==> src/rtl/ucts_pkg.sv <==
package ucts_pkg;

  // Transaction opcodes
  localparam logic [1:0] OP_START = 2'd0;
  localparam logic [1:0] OP_DONE  = 2'd1;
  localparam logic [1:0] OP_TICK  = 2'd2;

  // Token PIDs
  localparam logic [7:0] PID_SETUP = 8'h2D;
  localparam logic [7:0] PID_IN    = 8'h69;
  localparam logic [7:0] PID_OUT   = 8'hE1;

  // Control word fields
  localparam logic [10:0] LEN_MASK   = 11'h7FF;
  localparam logic [31:0] BIT_ACTIVE = 32'h1 << 23;
  localparam logic [31:0] BIT_IOC    = 32'h1 << 24;
  localparam logic [31:0] ERR_COUNT3 = 32'h3 << 27;

  localparam logic [10:0] SETUP_LEN = 11'd8;
  localparam logic [31:0] TIMEOUT_RESET = 32'd20000000;

  // Transfer phase, one-hot
  typedef enum logic [3:0] {
    PH_IDLE   = 4'b0001,
    PH_SETUP  = 4'b0010,
    PH_DATA   = 4'b0100,
    PH_STATUS = 4'b1000
  } phase_t;

  typedef struct packed {
    logic [1:0] opcode;
    logic [9:0] request_length;
    logic       data_dir_in;
    logic [6:0] device_address;
    logic       status_stalled;
    logic       status_babble;
    logic       status_crc_timeout;
  } in_item_t;

  typedef struct packed {
    logic        arm_phase;
    logic [31:0] token_word;
    logic [31:0] control_word;
    logic        transfer_done;
    logic        transfer_ok;
  } out_item_t;

  // Build the descriptor token; toggle shares bit 23 with the length field
  function automatic logic [31:0] pack_token(logic [7:0] pid, logic [6:0] addr,
                                             logic [10:0] len, logic toggle);
    logic [10:0] len_m1;
    len_m1 = (len - 11'd1) & LEN_MASK;
    return {24'd0, pid} | {17'd0, addr, 8'd0} | ({31'd0, toggle} << 23)
           | {len_m1, 21'd0};
  endfunction

  function automatic logic [31:0] pack_control(logic [10:0] len);
    return {21'd0, len & LEN_MASK} | BIT_IOC | ERR_COUNT3 | BIT_ACTIVE;
  endfunction

endpackage

==> src/rtl/ucts_core.sv <==
module ucts_core import ucts_pkg::*; (
  input  logic        clk,
  input  logic        rst,
  input  logic        fire,
  input  in_item_t    item,
  input  logic        cfg_we,
  input  logic [31:0] cfg_wdata,
  output out_item_t   result
);

  phase_t      phase, phase_next;
  logic [9:0]  saved_length;
  logic        saved_dir_in;
  logic [6:0]  saved_address;
  logic [31:0] poll_count, poll_count_next;
  logic [31:0] timeout_limit;

  logic        err;
  logic        tick_expired;
  logic [6:0]  addr_use;
  logic        dir_use;

  assign err = item.status_stalled | item.status_babble | item.status_crc_timeout;
  assign tick_expired = ({1'b0, poll_count} + 33'd1) >= {1'b0, timeout_limit};
  // A start uses the fresh address in the same transaction
  assign addr_use = (item.opcode == OP_START) ? item.device_address : saved_address;
  assign dir_use  = saved_dir_in;

  // Phase transition and word pack
  always_comb begin
    phase_next      = phase;
    poll_count_next = poll_count;
    result          = '0;
    case (item.opcode)
      OP_START: begin
        phase_next          = PH_SETUP;
        poll_count_next     = '0;
        result.arm_phase    = 1'b1;
        result.token_word   = pack_token(PID_SETUP, addr_use, SETUP_LEN, 1'b0);
        result.control_word = pack_control(SETUP_LEN);
      end
      OP_DONE: begin
        if (phase != PH_IDLE) begin
          if (err || phase == PH_STATUS) begin
            phase_next           = PH_IDLE;
            poll_count_next      = '0;
            result.transfer_done = 1'b1;
            result.transfer_ok   = !err;
          end else if (phase == PH_SETUP && saved_length != 10'd0) begin
            phase_next          = PH_DATA;
            poll_count_next     = '0;
            result.arm_phase    = 1'b1;
            result.token_word   = pack_token(dir_use ? PID_IN : PID_OUT, addr_use,
                                             {1'b0, saved_length}, 1'b1);
            result.control_word = pack_control({1'b0, saved_length});
          end else begin
            phase_next          = PH_STATUS;
            poll_count_next     = '0;
            result.arm_phase    = 1'b1;
            result.token_word   = pack_token(dir_use ? PID_OUT : PID_IN, addr_use,
                                             11'd0, 1'b1);
            result.control_word = pack_control(11'd0);
          end
        end
      end
      OP_TICK: begin
        if (phase != PH_IDLE) begin
          if (tick_expired) begin
            phase_next           = PH_IDLE;
            poll_count_next      = '0;
            result.transfer_done = 1'b1;
          end else begin
            poll_count_next = poll_count + 32'd1;
          end
        end
      end
      default: begin
        phase_next = phase;
      end
    endcase
  end

  // Advance state on each processed transaction
  always_ff @(posedge clk) begin
    if (rst) begin
      phase         <= PH_IDLE;
      poll_count    <= '0;
      saved_length  <= '0;
      saved_dir_in  <= 1'b0;
      saved_address <= '0;
    end else if (fire) begin
      phase      <= phase_next;
      poll_count <= poll_count_next;
      if (item.opcode == OP_START) begin
        saved_length  <= item.request_length;
        saved_dir_in  <= item.data_dir_in;
        saved_address <= item.device_address;
      end
    end
  end

  // Hold the timeout register
  always_ff @(posedge clk) begin
    if (rst) begin
      timeout_limit <= TIMEOUT_RESET;
    end else if (cfg_we) begin
      timeout_limit <= cfg_wdata;
    end
  end

  a_done_to_idle: assert property (@(posedge clk) disable iff (rst)
    fire && result.transfer_done |=> phase == PH_IDLE && poll_count == '0)
    else $error("finished transfer did not return to idle");

  a_start_arms_setup: assert property (@(posedge clk) disable iff (rst)
    fire && item.opcode == OP_START |=> phase == PH_SETUP && poll_count == '0)
    else $error("start did not arm setup");

  a_saved_hold: assert property (@(posedge clk) disable iff (rst)
    fire && item.opcode != OP_START |=> $stable(saved_length) && $stable(saved_address))
    else $error("latched transfer fields changed without start");

  a_idle_silent: assert property (@(posedge clk) disable iff (rst)
    fire && phase == PH_IDLE && item.opcode != OP_START |-> result == '0)
    else $error("idle block produced a non-empty result");

endmodule

==> src/rtl/ucts_out_reg.sv <==
module ucts_out_reg import ucts_pkg::*; (
  input  logic      clk,
  input  logic      rst,
  input  logic      load,
  input  out_item_t load_data,
  output logic      can_load,
  output logic      out_valid,
  input  logic      out_ready,
  output out_item_t out_data
);

  assign can_load = !out_valid || out_ready;

  // Hold the result until the downstream transaction completes
  always_ff @(posedge clk) begin
    if (rst) begin
      out_valid <= 1'b0;
    end else if (can_load) begin
      out_valid <= load;
    end
  end

  always_ff @(posedge clk) begin
    if (can_load && load) begin
      out_data <= load_data;
    end
  end

  a_stall_holds: assert property (@(posedge clk) disable iff (rst)
    out_valid && !out_ready |=> out_valid && $stable(out_data))
    else $error("stalled result changed");

  a_load_shows: assert property (@(posedge clk) disable iff (rst)
    can_load && load |=> out_valid)
    else $error("loaded result not presented");

  a_no_load_when_full: assert property (@(posedge clk) disable iff (rst)
    !can_load |-> out_valid)
    else $error("output register blocked while empty");

endmodule

==> src/rtl/usb_control_transfer_sequencer_top.sv <==
// Path: an input transaction passes the input register, then the result register.
// Throughput: one transaction per cycle; the result register stalls the input
//   register only while a result waits on out_ready.
// Reset (rst, synchronous, active high): phase idle, latched fields and poll
//   count zero, timeout_limit 20000000, both pipeline stages empty.
module usb_control_transfer_sequencer_top import ucts_pkg::*; (
  input  logic        clk,
  input  logic        rst,
  input  logic        in_valid,
  output logic        in_ready,
  input  in_item_t    in_data,
  output logic        out_valid,
  input  logic        out_ready,
  output out_item_t   out_data,
  input  logic        cfg_we,
  input  logic [31:0] cfg_wdata
);

  logic      stage_valid;
  in_item_t  stage_item;
  logic      can_load;
  logic      fire;
  out_item_t result;

  assign fire     = stage_valid && can_load;
  assign in_ready = !stage_valid || can_load;

  // Capture the input transaction
  always_ff @(posedge clk) begin
    if (rst) begin
      stage_valid <= 1'b0;
    end else if (in_ready) begin
      stage_valid <= in_valid;
    end
  end

  always_ff @(posedge clk) begin
    if (in_ready && in_valid) begin
      stage_item <= in_data;
    end
  end

  ucts_core u_core (
    .clk       (clk),
    .rst       (rst),
    .fire      (fire),
    .item      (stage_item),
    .cfg_we    (cfg_we),
    .cfg_wdata (cfg_wdata),
    .result    (result)
  );

  ucts_out_reg u_out (
    .clk       (clk),
    .rst       (rst),
    .load      (fire),
    .load_data (result),
    .can_load  (can_load),
    .out_valid (out_valid),
    .out_ready (out_ready),
    .out_data  (out_data)
  );

endmodule

==> config.mk <==
export PLATFORM = sky130hd
export DESIGN_NAME = usb_control_transfer_sequencer_top
export DESIGN_NICKNAME = d
export VERILOG_FILES = /design/src/rtl/ucts_pkg.sv /design/src/rtl/ucts_core.sv /design/src/rtl/ucts_out_reg.sv /design/src/rtl/usb_control_transfer_sequencer_top.sv
export SDC_FILE = /design/constraint.sdc
export NUM_CORES = 1
export LEC_CHECK = 0
export ABC_AREA = 1
export ABC_CLOCK_PERIOD_IN_PS = 5070
export BUFFER_PORTS_ARGS = -buffer_cell sky130_fd_sc_hd__buf_2
export CAP_MARGIN = 20
export CORE_AREA = 2 2 135 137
export DETAILED_ROUTE_END_ITERATION = 12
export DIE_AREA = 0 0 137 139
export PLACE_DENSITY = 0.65
export SETUP_SLACK_MARGIN = 0.1
export SYNTH_ARGS = -nofsm -noshare
export SYNTH_HDL_FRONTEND = slang
export SYNTH_SLANG_ARGS = --single-unit
export TNS_END_PERCENT = 20
==> constraint.sdc <==
create_clock -name clk -period 5.07 [get_ports clk]
set_clock_uncertainty 0.05 [all_clocks]
set_input_delay 1.014 -clock clk [delete_from_list [all_inputs] [get_ports clk]]
set_output_delay 1.014 -clock clk [all_outputs]
set_load 0.02 [all_outputs]
Word level (Yosys, flattened, before mapping)
Index checks and enable logic that the tools add are counted.
{"block": "classes", "n_addsub": 3, "order_cmp": 1, "eq_ne": 8, "n_mux": 21, "n_bitwise": 5, "reduce_logical": 17}
{"operator": "case mux 65 bit (2 select lines)", "n": 1}
{"operator": "two-way mux 32 bit", "n": 3}
{"operator": "case mux 32 bit (3 select lines)", "n": 1}
{"operator": "two-way mux 67 bit", "n": 1}
{"operator": "two-way mux 65 bit", "n": 1}
{"operator": "two-way mux 64 bit", "n": 1}
{"operator": "adder 32 x 1 -> 33 bit, second input constant", "n": 1}
{"operator": ">= comparator 33 x 32 -> 1 bit", "n": 1}
{"operator": "adder 32 x 1 -> 32 bit, second input constant", "n": 1}
{"operator": "bitwise OR 32 bit", "n": 1}
{"operator": "bitwise OR 8 x 15 -> 15 bit", "n": 2}
{"operator": "two-way mux 4 bit", "n": 5}
{"operator": "two-way mux 8 bit", "n": 2}
{"operator": "case mux 4 bit (3 select lines)", "n": 1}
{"operator": "subtractor 10 x 1 -> 11 bit, second input constant", "n": 1}
{"operator": "nonzero test 10 bit", "n": 1}
{"operator": "two-way mux 7 bit", "n": 1}
{"operator": "inequality test 2 x 1 -> 1 bit, second input constant", "n": 3}
{"operator": "AND reduction 5 bit", "n": 1}
{"operator": "equality test 4 x 2 -> 1 bit, second input constant", "n": 1}
{"operator": "equality test 4 bit, second input constant", "n": 1}
{"operator": "logical AND 1 bit", "n": 4}
{"operator": "inequality test 4 x 1 -> 1 bit, second input constant", "n": 1}
{"operator": "AND reduction 4 bit", "n": 1}
{"operator": "other kinds (12)", "n": 18}
{"block": "word_totals", "ff_bits": 178, "in_bits": 60, "out_inout_bits": 69, "elab_cells": 75}

Depth between registers and ports, before layout
{"block": "depth", "depth_word": 8, "ltp_mapped": 23, "mapped_depth_nobuf": 23}

Cells and area by module
From an unflattened synthesis, not the netlist that was laid out.
{"block": "unflattened", "hier_cells": 927, "area_unflattened_um2": 8388.0}
{"module": "ucts_core", "n_inst": 1, "cells_per_inst": 823, "area_per_inst_um2": 5582.9, "seq_area_each_um2": 1721.7}
{"module": "ucts_out_reg", "n_inst": 1, "cells_per_inst": 73, "area_per_inst_um2": 2059.5, "seq_area_each_um2": 2031.9}
{"module": "usb_control_transfer_sequencer_top", "n_inst": 1, "cells_per_inst": 31, "area_per_inst_um2": 745.7, "seq_area_each_um2": 710.7}

Least setup slack after synthesis
OpenSTA, ideal clock, no wires.
{"block": "synth_path", "path_type": "reg2reg", "start": "register u_core.poll_count[0]", "end": "register u_core.poll_count[0]", "setup_ns": 0.116, "arrival_ns": 2.677, "required_ns": 4.904, "setup_slack_ns": 2.228, "stages_incl_launch_ff": 19, "path_buffers": 0, "synth_period_minus_slack_ns": 2.842, "cell_sequence": "dfxtp_1 > ha_1 > nand3_2 > inv_2 > nand2_2 > nor2_1 > nand2_1 > xor2_1 > inv_1 > ha_1 > nand2_1 > nor2_1 > nand3_1 > o21a_1 > nand3_1 > nand2_8 > nand3_4 > nand2_1 > and3_1"}
{"block": "synth_between", "elab_chain_cells": 5, "word_cells_on_any_way": 6, "cone_classes": "add/sub: 2; order compare: 1; mux: 3"}
{"element": "start, declared", "line": "ucts_core.sv:15", "rtl": "logic [31:0] poll_count, poll_count_next;"}
{"element": "start signal, assigned", "line": "ucts_core.sv:93", "rtl": "poll_count <= poll_count_next;"}
{"element": "adder 32 x 1 -> 33 bit", "line": "ucts_core.sv:24", "rtl": "assign tick_expired = ({1'b0, poll_count} + 33'd1) >= {1'b0, timeout_limit};"}
{"element": ">= comparator 33 x 32 -> 1 bit", "line": "ucts_core.sv:24"}
{"element": "two-way mux 32 bit (*)", "line": "ucts_core.sv:68", "rtl": "if (tick_expired) begin"}
{"element": "two-way mux 32 bit (*)", "line": "ucts_core.sv:67", "rtl": "if (phase != PH_IDLE) begin"}
{"element": "case mux 32 bit (3 select lines) (*)", "line": "ucts_core.sv:34", "rtl": "case (item.opcode)"}
Mark *: on every way between the ends. The rest lies on a longest branch, timed or not. The select of a mux whose other input is x is not followed.
A chain may end at the register's enable or synchronous reset.

Worst setup path in the final report
{"block": "layout_path", "start": "register u_core.poll_count[0]", "end": "register u_core.poll_count[18]"}
Same word-level chain as after synthesis.

==> results.cfg <==
[worst_setup_path]
crit_slowest_cell = dfxtp_1
cp_top_family = simple AND/OR/NAND/NOR gates
cp-endpoint = u_core.poll_count[18]$_SDFFE_PP0P_
setup.worst_path.end_class = flop
startpoint = u_core.poll_count[0]$_SDFFE_PP0P_
start_kind = flop
worstPathArrival_ns = 4.08
crit_chain = ha_1 -> nand3_2 -> inv_2 -> nand2_2 -> nor2_1 -> nand2_1 -> inv_1 -> nand2_1 -> nand2_1 -> nand2_1 -> ha_1 -> nand2_1 -> nor2_1 -> nand2_1 -> nor2_1 -> nand2_1 -> nand4_1 -> nor2_2 -> buf_4 -> nand4_1 -> a21oi_1
reg2reg_slack_ns = 1.29
path_class = reg2reg
r2r_start = u_core.poll_count[0]$_SDFFE_PP0P_
cp.depth = 21
critical-path-max-stage-delay_ns = 0.45
ff2ff_path_depth = 21
worstPathRequired_ns = 5.37
crit_buf_inv = 3
cp_common_cell = nand2_1
cp_max_fo = 25
reg2reg_to = u_core.poll_count[18]$_SDFFE_PP0P_

[drt]
wl_per_cell_um = 14.0
viasPerCell = 4.97
drcViolationCount = 0
drt_iter0_markers = 446
postRouteAntennaNets = 0
num_vias = 6559
dr.pass1.iters = 5
wl_mm = 18.4

[placement]
dpl-instance-area_um2 = 8240
pre_cts_ws_ns = 1.35
portBuffers = 102
dp_hpwl_mm = 13.2
gp_congestion = 0.901

[worst_hold_path]
min_from = u_core.saved_address[4]$_SDFFE_PP0P_
min_path_type = reg2reg

[cts]
clock_sinks = 145
clk_latency_ns = 0.43
cts_setup_buffers = 0
root_buffer = clkbuf_16
cts_buffer_depth = 2
hold_buffers = 0
cts_max_level = 4
clkSlewWorstSetupHoldPaths_ns = 0.06
cts_tree = built
cts-resized-gates = 0
cts_made_buffers = 17

[synthesis]
synth_ff_type = dfxtp_1
synth_cell_types = 40
synthArstFlopShare_pct = 0
syn_inst = 998
synth_area_per_cell_um2 = 7.78
yosysSeqAreaShare_pct = 44.8
synth_area_leaders = dfxtp_1 (23%), edfxtp_1 (22%), nand2_1 (9.2%), inv_1 (7.0%), a21oi_1 (6.5%)
yosysTopAreaCell = dfxtp_1
synth_area_um2 = 7760
yosysWarnings = 0
synth_most_common_cell = nand2_1
yosys.area.top_type_share_pct = 22.7
synth_edf_count = 57
ys_ff_latch = 145
synthTopCellsByCount = nand2_1 (191), inv_1 (144), nor2_1 (108)

[pwr]
seqPwrFrac_pct = 46.8
switching_power_w = 0.000714
p_per_area_nw_per_um2 = 312
pwr-share-clk_pct = 43.3
leakagePower_nw = 3.90
totalPowerFinal_w = 0.00275
p_int_w = 0.00204
vdd_drop_max_uv = 244
p_comb_share_pct = 10.0
switching_share_pct = 26.0

[cells_and_area]
nets = 1175
nFillCells = 1729
stdcell_area_um2 = 8820
area_growth_pct = 13.7
drive_gt1_share_pct = 14.3
diodes = 0

[grt]
grt.total_usage_pct = 20.0
grt_pass1_vias = 5939
grt_pass1_wl_mm = 29.8
overflow = 0
grt_max_degree = 61
antenna_found_initial = 0

[floorplan]
start_util_pct = 44.0
die_x_um = 137
coreArea_um2 = 17700
num_rows = 49
pin_count = 129
dieHeight_um = 139
die_area_um2 = 19000

[flow_run]
cap_violations = 0

[timing]
setup_slack_ns = 1.29
worstMarginPinSlew_ns = 0.957
rsz0062_at_grt = false
maxSlewViolCount = 0
fin_setup_tns_ns = 0
fin_crit_sh_pct = 74.6
max_freq_mhz = 264
fin_crit_ns = 3.78
slew_headroom_pct = 36.1
setup_viol = 0
final-hold-violation-count = 0

[run_status]
status = complete, no violations
[per-stage QoR]
| stage | utilization (%) | hold WS (ns) | cells |
|---|---|---|---|
| CTS | 49.8 | 0.400 | 1318 |
| global placement | 46.7 | 0.387 | 1286 |
| floorplan | - | 0.374 | 1023 |
| detailed placement | 46.7 | 0.391 | 1286 |
| finish | 50.0 | 0.399 | 1319 |
| global route | 50.0 | 0.421 | 1319 |
[worst min-delay path by stage]
| stage | slack, ns | endpoint | depth (start not counted) |
|---|---|---|---|
| detailed placement | 0.39 | u_core.saved_address[5]$_SDFFE_PP0P_ | 2 |
| CTS | 0.40 | u_core.saved_address[5]$_SDFFE_PP0P_ | 2 |
| floorplan | 0.37 | u_core.saved_address[0]$_SDFFE_PP0P_ | 2 |
| global placement | 0.39 | u_core.saved_address[2]$_SDFFE_PP0P_ | 2 |
| finish | 0.40 | u_core.saved_address[4]$_SDFFE_PP0P_ | 2 |
| global route | 0.42 | u_core.saved_address[5]$_SDFFE_PP0P_ | 2 |
[power groups by stage]
| stage | sequential [W] | clock, W | combinational, W |
|---|---|---|---|
| after floorplan | 0.00132 | 0 | 0.000192 |
| after global placement | 0.00131 | 0 | 0.000268 |
| after detailed placement | 0.00131 | 0 | 0.000269 |
| after CTS | 0.00129 | 0.00121 | 0.000272 |
| after global routing | 0.00129 | 0.00125 | 0.000310 |
| final | 0.00129 | 0.00119 | 0.000274 |
[cells by family after synthesis]
group           synth area share [%]
simple gates                    22.6
compound gates                  11.4
fa+ha+maj                       6.13
buf+inv                         12.8
other cells                   0.0483
flops                           44.8
xor+xnor                        2.14
[state kept, by name, summed over array words and instances (netlist names)]
signal                flops
u_core.timeout_limit     32
u_core.dir_use            1
u_core.poll_count        32
u_core.saved_address      7
u_out.out_data           34
u_out.out_valid           1
stage_valid               1
stage_item               23
u_core.phase              4
u_core.saved_length      10
[cell usage in the layout, fill, tap and decap left out, drive strengths merged, types with 2 or more instances in the layout]
cell type,Yosys,layout
edfxtp,57,57
conb,1,26
nor3b,3,3
dfxtp,88,88
xor2,14,14
o21ai,64,64
nor2,115,115
nand4,36,36
inv,146,151
clkinvlp,0,2
and3,2,2
xnor2,5,5
a21o,2,2
ha,38,38
nand2,196,196
clkinv,0,2
buf,51,108
a31oi,4,4
nand3,34,34
nor3,11,11
clkbuf,22,23
a21oi,101,101
[per-layer routing]
layer  track usage [%]  up-vias  share of wire, %
met4              8.63        0               3.2
met5                 0        -                 0
li1                  -     3354                 -
met2              31.1      245                46
met1              26.6     2916                45
met3              4.46       44               5.9
[worst register-to-register path: stages (launching register included)]
cell and delay, ns:
dfxtp_1 0.45, ha_1 0.26, nand3_2 0.12, inv_2 0.09
nand2_2 0.10, nor2_1 0.31, nand2_1 0.16, inv_1 0.13
nand2_1 0.06, nand2_1 0.07, nand2_1 0.09, ha_1 0.31
nand2_1 0.13, nor2_1 0.07, nand2_1 0.06, nor2_1 0.04
nand2_1 0.06, nand4_1 0.11, nor2_2 0.35, buf_4 0.39
nand4_1 0.15, a21oi_1 0.15
[layout make-up]
cell class / instances / area [µm²] / area share (%)
clock buffer: 23 / 489 / 5.55
sequential: 145 / 3470 / 39.4
tap: 229 / 287 / 3.25
timing repair buffer: 108 / 568 / 6.44
inverter: 146 / 548 / 6.21
clock inverter: 9 / 70.1 / 0.794
multi-input combinational: 659 / 3390 / 38.4
Note: power is estimated with default switching activity, not from simulation.
